`config.mk`:
```
export PLATFORM = sky130hd
export DESIGN_NAME = pave_ctrl
export DESIGN_NICKNAME = d
export VERILOG_FILES = /design/src/design/pave_pkg.sv /design/src/design/pave_ctrl.sv
export SDC_FILE = /design/constraint.sdc
export NUM_CORES = 1
export LEC_CHECK = 0
export BUFFER_PORTS_ARGS = -buffer_cell sky130_fd_sc_hd__clkbuf_2
export CORE_MARGIN = 5
export CORE_UTILIZATION = 30
export CTS_CLUSTER_DIAMETER = 100
export DETAILED_ROUTE_END_ITERATION = 12
export PLACE_DENSITY_LB_ADDON = 0.15
export SETUP_SLACK_MARGIN = 0.15
export SYNTH_ARGS = -nofsm -noshare
export SYNTH_HDL_FRONTEND = slang
export SYNTH_SLANG_ARGS = --single-unit
```
`constraint.sdc`:
```
create_clock -name clk_i -period 7.8 [get_ports clk_i]
set_input_delay 1.95 -clock clk_i [delete_from_list [all_inputs] [get_ports clk_i]]
set_output_delay 1.95 -clock clk_i [all_outputs]
set_load 0.03 [all_outputs]
```
`src/design/pave_pkg.sv`:
```
// package for the polar angle vector encoder
// holds sizes, cordic constants, controller command and status types
package pave_pkg;

  localparam int unsigned MaxDim      = 64;
  localparam int unsigned CordicSteps = 16;
  localparam int unsigned ElemW       = 24;
  localparam int unsigned LenW        = 7;
  localparam int unsigned BitsW       = 4;
  localparam int unsigned RadW        = 32;
  localparam int unsigned IdxW        = 6;
  localparam int unsigned CalcW       = 64;
  localparam int unsigned AngW        = 34;

  localparam logic [0:0] CfgLen  = 1'b0;
  localparam logic [0:0] CfgBits = 1'b1;

  localparam logic [AngW-1:0] HalfPi = AngW'(64'sd1073741824);
  localparam logic [AngW-1:0] Pi     = AngW'(64'sd2147483648);
  localparam logic [31:0]     InvGain = 32'd652032874;

  function automatic logic [AngW-1:0] atan_lut(input logic [4:0] i);
    logic [31:0] v;
    case (i)
      5'd0: v = 32'd536870912;  5'd1: v = 32'd316933406;
      5'd2: v = 32'd167458907;  5'd3: v = 32'd85004756;
      5'd4: v = 32'd42667331;   5'd5: v = 32'd21354465;
      5'd6: v = 32'd10679838;   5'd7: v = 32'd5340245;
      5'd8: v = 32'd2670163;    5'd9: v = 32'd1335087;
      5'd10: v = 32'd667544;    5'd11: v = 32'd333772;
      5'd12: v = 32'd166886;    5'd13: v = 32'd83443;
      5'd14: v = 32'd41722;     5'd15: v = 32'd20861;
      5'd16: v = 32'd10430;     5'd17: v = 32'd5215;
      5'd18: v = 32'd2608;      5'd19: v = 32'd1304;
      5'd20: v = 32'd652;       5'd21: v = 32'd326;
      5'd22: v = 32'd163;       5'd23: v = 32'd81;
      5'd24: v = 32'd41;        5'd25: v = 32'd20;
      5'd26: v = 32'd10;        5'd27: v = 32'd5;
      5'd28: v = 32'd3;         5'd29: v = 32'd1;
      5'd30: v = 32'd1;         default: v = 32'd0;
    endcase
    return {{(AngW-32){1'b0}}, v};
  endfunction

  // controller commands to the datapath
  typedef struct packed {
    logic load;       // store input element
    logic rd_pair;    // read pair at rd index
    logic cordic_go;  // start a pair
    logic wr_level;   // write level result
    logic copy_odd;   // move odd leftover
    logic rd_root;    // read root into radius
    logic clr_pack;   // clear byte packer
    logic pack;       // add one bucket to packer
    logic emit;       // push a byte into the output register
    logic emit_last;
  } cmd_t;

  typedef struct packed {
    logic cordic_done;
    logic out_full;
  } sts_t;

endpackage

```
`src/design/pave_ctrl.sv`:
```
// controller: load counting, tree sequencing, packing and byte emission
// depends on pave_pkg
module pave_ctrl #(
  parameter int unsigned MAX_DIM = pave_pkg::MaxDim,
  localparam int unsigned AW = $clog2(MAX_DIM)
) (
  input  logic                       clk_i,
  input  logic                       rst_ni,
  input  logic                       cfg_valid_i,
  output logic                       cfg_ready_o,
  input  logic [0:0]                 cfg_index_i,
  input  logic [pave_pkg::LenW-1:0]  cfg_data_i,
  input  logic                       in_valid_i,
  output logic                       in_stall_o,
  input  pave_pkg::sts_t             sts_i,
  output pave_pkg::cmd_t             cmd_o,
  output logic [AW-1:0]              wr_idx_o,
  output logic [AW-1:0]              rd_idx_o,
  output logic [AW-1:0]              bk_idx_o,
  output logic                       bk_full_o,
  output logic [3:0]                 bits_o,
  output logic [5:0]                 byte_idx_o
);
  import pave_pkg::*;

  localparam logic [3:0] S_LOAD = 4'd0, S_RD = 4'd1, S_GO = 4'd2, S_WAIT = 4'd3,
                         S_ODD = 4'd4, S_ODDW = 4'd5, S_ROOT = 4'd6,
                         S_ROOTW = 4'd7, S_BKRD = 4'd8, S_PACK = 4'd9,
                         S_EMIT = 4'd10;

  logic [3:0]      st_q;
  logic [LenW-1:0] len_q, cnt_q, n_q, len_c;
  logic [3:0]      bits_q, bits_c;
  logic [LenW-1:0] pair_q, k_q, bkp_q;
  logic [5:0]      byte_q;
  logic [9:0]      tot_q, done_q;   // total code bits, bits packed
  logic [4:0]      fill_q;

  always_comb begin
    len_c  = len_q < LenW'(2) ? LenW'(2) : (len_q > LenW'(MAX_DIM) ? LenW'(MAX_DIM) : len_q);
    bits_c = bits_q == 4'd0 ? 4'd1 : (bits_q > 4'd8 ? 4'd8 : bits_q);
  end

  assign cfg_ready_o = 1'b1;
  assign in_stall_o  = st_q != S_LOAD;
  assign bits_o      = bits_c;
  assign byte_idx_o  = byte_q;
  assign bk_full_o   = k_q + LenW'(2) == len_c;

  always_comb begin
    cmd_o    = '0;
    wr_idx_o = AW'(pair_q);
    rd_idx_o = AW'({pair_q, 1'b0});
    bk_idx_o = AW'(k_q);
    case (st_q)
      S_LOAD: begin
        cmd_o.load = in_valid_i && cnt_q < LenW'(MAX_DIM);
        wr_idx_o   = AW'(cnt_q);
      end
      S_RD:   cmd_o.rd_pair = 1'b1;
      S_GO:   cmd_o.cordic_go = 1'b1;
      S_WAIT: cmd_o.wr_level = sts_i.cordic_done;
      S_ODD: begin
        cmd_o.rd_pair = 1'b1;
        rd_idx_o = AW'(n_q - LenW'(1));
      end
      S_ODDW: cmd_o.copy_odd = 1'b1;
      S_ROOT: begin
        cmd_o.rd_pair = 1'b1; rd_idx_o = '0;
      end
      S_ROOTW: begin
        cmd_o.rd_root = 1'b1; cmd_o.clr_pack = 1'b1;
      end
      S_BKRD: bk_idx_o = AW'(bkp_q);
      S_PACK: begin
        bk_idx_o = AW'(bkp_q);
        if (fill_q >= 5'd8 || (done_q >= tot_q && fill_q != 5'd0)) begin
          if (!sts_i.out_full) begin
            cmd_o.emit = 1'b1;
            cmd_o.emit_last = done_q >= tot_q && fill_q <= 5'd8;
          end
        end else if (done_q < tot_q) cmd_o.pack = 1'b1;
      end
      default: ;
    endcase
  end

  always_ff @(posedge clk_i or negedge rst_ni) begin
    if (!rst_ni) begin
      st_q <= S_LOAD; len_q <= LenW'(64); bits_q <= 4'd4; cnt_q <= '0;
      n_q <= '0; pair_q <= '0; k_q <= '0; bkp_q <= '0; byte_q <= '0;
      tot_q <= '0; done_q <= '0; fill_q <= '0;
    end else begin
      if (cfg_valid_i) begin
        if (cfg_index_i == CfgLen) len_q <= cfg_data_i;
        else bits_q <= cfg_data_i[3:0];
      end
      case (st_q)
        S_LOAD: if (in_valid_i) begin
          if (cnt_q + LenW'(1) >= len_c) begin
            cnt_q <= '0; n_q <= len_c; pair_q <= '0; k_q <= '0; st_q <= S_RD;
          end else cnt_q <= cnt_q + LenW'(1);
        end
        S_RD:   st_q <= S_GO;
        S_GO:   st_q <= S_WAIT;
        S_WAIT: if (sts_i.cordic_done) begin
          k_q <= k_q + LenW'(1);
          if (pair_q + LenW'(1) < (n_q >> 1)) begin
            pair_q <= pair_q + LenW'(1); st_q <= S_RD;
          end else if (n_q[0]) begin
            pair_q <= pair_q + LenW'(1); st_q <= S_ODD;
          end else begin
            n_q <= n_q >> 1; pair_q <= '0;
            st_q <= (n_q >> 1) > LenW'(1) ? S_RD : S_ROOT;
          end
        end
        S_ODD:  st_q <= S_ODDW;
        S_ODDW: begin
          n_q <= (n_q + LenW'(1)) >> 1; pair_q <= '0;
          st_q <= ((n_q + LenW'(1)) >> 1) > LenW'(1) ? S_RD : S_ROOT;
        end
        S_ROOT:  st_q <= S_ROOTW;
        S_ROOTW: begin
          bkp_q <= '0; byte_q <= '0; done_q <= '0; fill_q <= '0;
          tot_q <= 10'(len_c - LenW'(1)) * 10'(bits_c);
          st_q <= S_BKRD;
        end
        S_BKRD: st_q <= S_PACK;
        S_PACK: begin
          if (cmd_o.emit) begin
            byte_q <= byte_q + 6'd1;
            fill_q <= fill_q > 5'd8 ? fill_q - 5'd8 : 5'd0;
            if (cmd_o.emit_last) st_q <= S_LOAD;
          end else if (cmd_o.pack) begin
            done_q <= done_q + 10'(bits_c);
            fill_q <= fill_q + 5'(bits_c);
            bkp_q  <= bkp_q + LenW'(1);
            st_q   <= S_BKRD;
          end
        end
        default: st_q <= S_LOAD;
      endcase
    end
  end
endmodule

```
==> metrics.yaml <==
floorplan:
  die_area_mm2: 0.02403
  fp.dieH_um: 155.0
  io_pins: 55
  dieWidth_um: 155.0
  start_util_pct: 30.20
  rows: 53
  core_mm2: 0.02089
timing:
  fin_crit_sh_pct: 65.06
  skew_ns: 0.007835
  setup_ws_ns: 2.725
  layout_min_cycle_time_ns: 5.075
  fin_tns_setup_ns: 0
  finalHoldViolCount: 0
  fmaxAchievable_mhz: 197.1
  setup_viol: 0
  maxSlewViolCount: 0
  rsz0062_at_grt: "no"
  tightest_slew_ns: 0.8302
  slew-limit-headroom_pct: 44.66
routing:
  dr.pass1.iters: 5
  drt-vias-per-instance: 5.004
  vias: 5229
  drt_iter0_markers: 199
  drt-total-wl_um: 16310
  drtAntennaViolNets: 0
  wl_per_cell_um: 15.61
  drc: 0
clock_tree:
  cts-root-buf: "clkbuf_16"
  numCtsBuffers: 9
  cts_setup_buffers: 0
  cts_buffer_depth: 2
  htreeDepth: 3
  cts_tree: "built"
  cts_resized: 0
  hold_buffers: 0
  cts_sinks: 80
  cts.clk_slew.worst_paths_ns: 0.06
  clk_latency_ns: 0.35
synthesis:
  yosys_register_bits: 80
  synthTopCellsByArea: "dfrtp_1 31%, ha_1 9.7%, nand2_1 6.4%, fa_1 4.8%, xor2_1 4.2%"
  yosys.area.top_type_share_pct: 30.94
  syn_area_mm2: 0.006309
  synth_warnings: 0
  yosysUniqueCellTypes: 71
  synth-async-reset-ratio_pct: 100.0
  yosysMostFrequentCell: "nand2_1"
  synth-seq-area-share_pct: 31.77
  synth_edf_count: 0
  synth-main-ff-cell: "dfrtp_1"
  postSynthCellCount: 728
  netlist_top_cells_count: "108 x nand2_1, 78 x dfrtp_1, 58 x nor2_1"
  avgSynthCellArea_um2: 8.666
  yosysTopAreaCell: "dfrtp_1"
worst_setup_path:
  required_ns: 5.85
  cpMostUsedCell: "clkbuf_2"
  cp_cell_sequence: "clkbuf_2 > a21oi_1 > o21a_1 > nand2_1 > clkinv_1 > and2_1 > clkbuf_2"
  worst_setup_path_end_kind: "output pin"
  slowest_stage: "a21oi_1"
  max_stage_delay_ns: 0.22
  path_buf_inv: 3
  critical_path.top_delay_family: "buffers and inverters"
  ff2ff_path_depth: 15
  critPathLaunchType: "primary input"
  cp_max_fo: 8
  cp.arrival_ns: 3.12
  path_depth: 7
  criticalPathCategory: "primary input to output pin"
placement:
  dp_worst_setup_slack_ns: 2.737
  port_buffers: 53
  dp_hpwl_um: 12510
  place_congestion: 0.8836
power_and_ir_drop:
  power_density_mw_per_mm2: 297.9
  peakVddDrop_uv: 114.5
  p_total_uw: 2098
  leakage_uw: 0.003444
final_layout:
  finalNetCount: 843
  area_delta_synth_final_pct: 11.64
  antenna_cells: 0
  drive_gt1_share_pct: 13.51
outcome:
  status: "finished, final reports clean"
global_routing:
  grt_pass1_wl_um: 27590
  grt_pass1_vias: 5391
  antenna_found_initial: 0
  grt_max_degree: 63
  overflow: 0
  gr-usage-all-layers_pct: 14.12
min_path:
  hold_depth: 2
  hold_class: "register to register"
flow_run:
  maxCapViolations: 0
-- sequential cells by signal (all words and copies together), names as in the netlist --
| name | cells |
|---|---|
| k_q | 7 |
| cnt_q | 7 |
| bits_q | 4 |
| n_q | 7 |
| byte_idx_o | 6 |
| len_q | 7 |
| fill_q | 5 |
| done_q | 10 |
| pair_q | 7 |
| st_q | 4 |
| bkp_q | 6 |
| tot_q | 10 |
-- layer usage --
layer | up-vias | wire length, µm | global-route usage [%]
met2 | 99 | 8029 | 24.68
met4 | 0 | 255 | 4.163
met3 | 16 | 604 | 2.392
met5 | - | 0 | 0
met1 | 2531 | 7422 | 17.88
li1 | 2583 | - | -
-- power breakdown --
part | switching [µW] | internal (µW)
registers | 144 | 497
logic | 642 | 409
clock network | 182 | 223
-- metrics by stage --
| step | cells | utilization (%) | hold slack [ns] | instance area [µm²] |
|---|---|---|---|---|
| 3_3_place_gp | 1029 | 32.40 | 0.4776 | 6768 |
| 5_1_grt | 1045 | 33.72 | 0.5225 | 7043 |
| 4_1_cts | 1045 | 33.72 | 0.4983 | 7043 |
| 2_1_floorplan | 730 | - | 0.4453 | 6316 |
| 3_5_place_dp | 1029 | 32.40 | 0.4836 | 6768 |
| 6_report | 1045 | 33.72 | 0.4951 | 7043 |
-- cells by family after synthesis --
family,count (synthesis),synth area share [%]
buffers and inverters,81,5.851
AOI/OAI and AO/OA,145,15.21
xor gates and xnor gates,54,7.715
other,2,0.1190
adders and majority gates,64,14.48
muxes,21,3.709
DFF,80,31.77
and+or+nand+nor,281,21.14
-- tightest hold or removal path, stage by stage, from the launching register on --
cell	delay (ns)
dfrtp_1	0.35
nand2_1	0.05
o21ai_0	0.06
-- placed cells by master, fill, tap and decap left out, types with 7 or more instances in the layout --
cell,n
o21ai_0,45
mux2_2,18
nor3_1,13
nand2b_1,15
nor2b_1,8
nand3_1,26
clkbuf_2,52
a21oi_1,21
and2_1,12
a21o_1,18
xnor2_1,23
nand4_1,13
xor2_1,30
ha_1,49
nor2_1,58
dfrtp_1,78
inv_1,44
fa_1,15
nand2_1,108
o22ai_1,7
clkbuf_16,9
-- final cells by class --
cell class | count | area (µm²)
well taps | 275 | 344.1
fillers | 2213 | 13850
clock buffers | 11 | 242.7
clock inverters | 5 | 32.53
inverters | 49 | 186.4
flip-flops and latches | 80 | 2004
repair buffers | 56 | 290.3
multi-input cells | 569 | 3943
-- final timing paths --
path                                 startpoint               endpoint  slack, ns
hold / removal             tot_q[8]$_DFFE_PN0P_   tot_q[8]$_DFFE_PN0P_       0.50
setup reg to reg           len_q[3]$_DFFE_PN0P_   tot_q[9]$_DFFE_PN0P_       3.02
max in group asynchronous                rst_ni  done_q[5]$_DFFE_PN0P_       5.23
setup / recovery                       sts_i[0]               cmd_o[0]       2.73
min in group asynchronous                rst_ni   cnt_q[0]$_DFFE_PN0P_       1.47
hold reg to reg            tot_q[8]$_DFFE_PN0P_   tot_q[8]$_DFFE_PN0P_       0.50
Note: power is estimated with default switching activity, not from simulation.
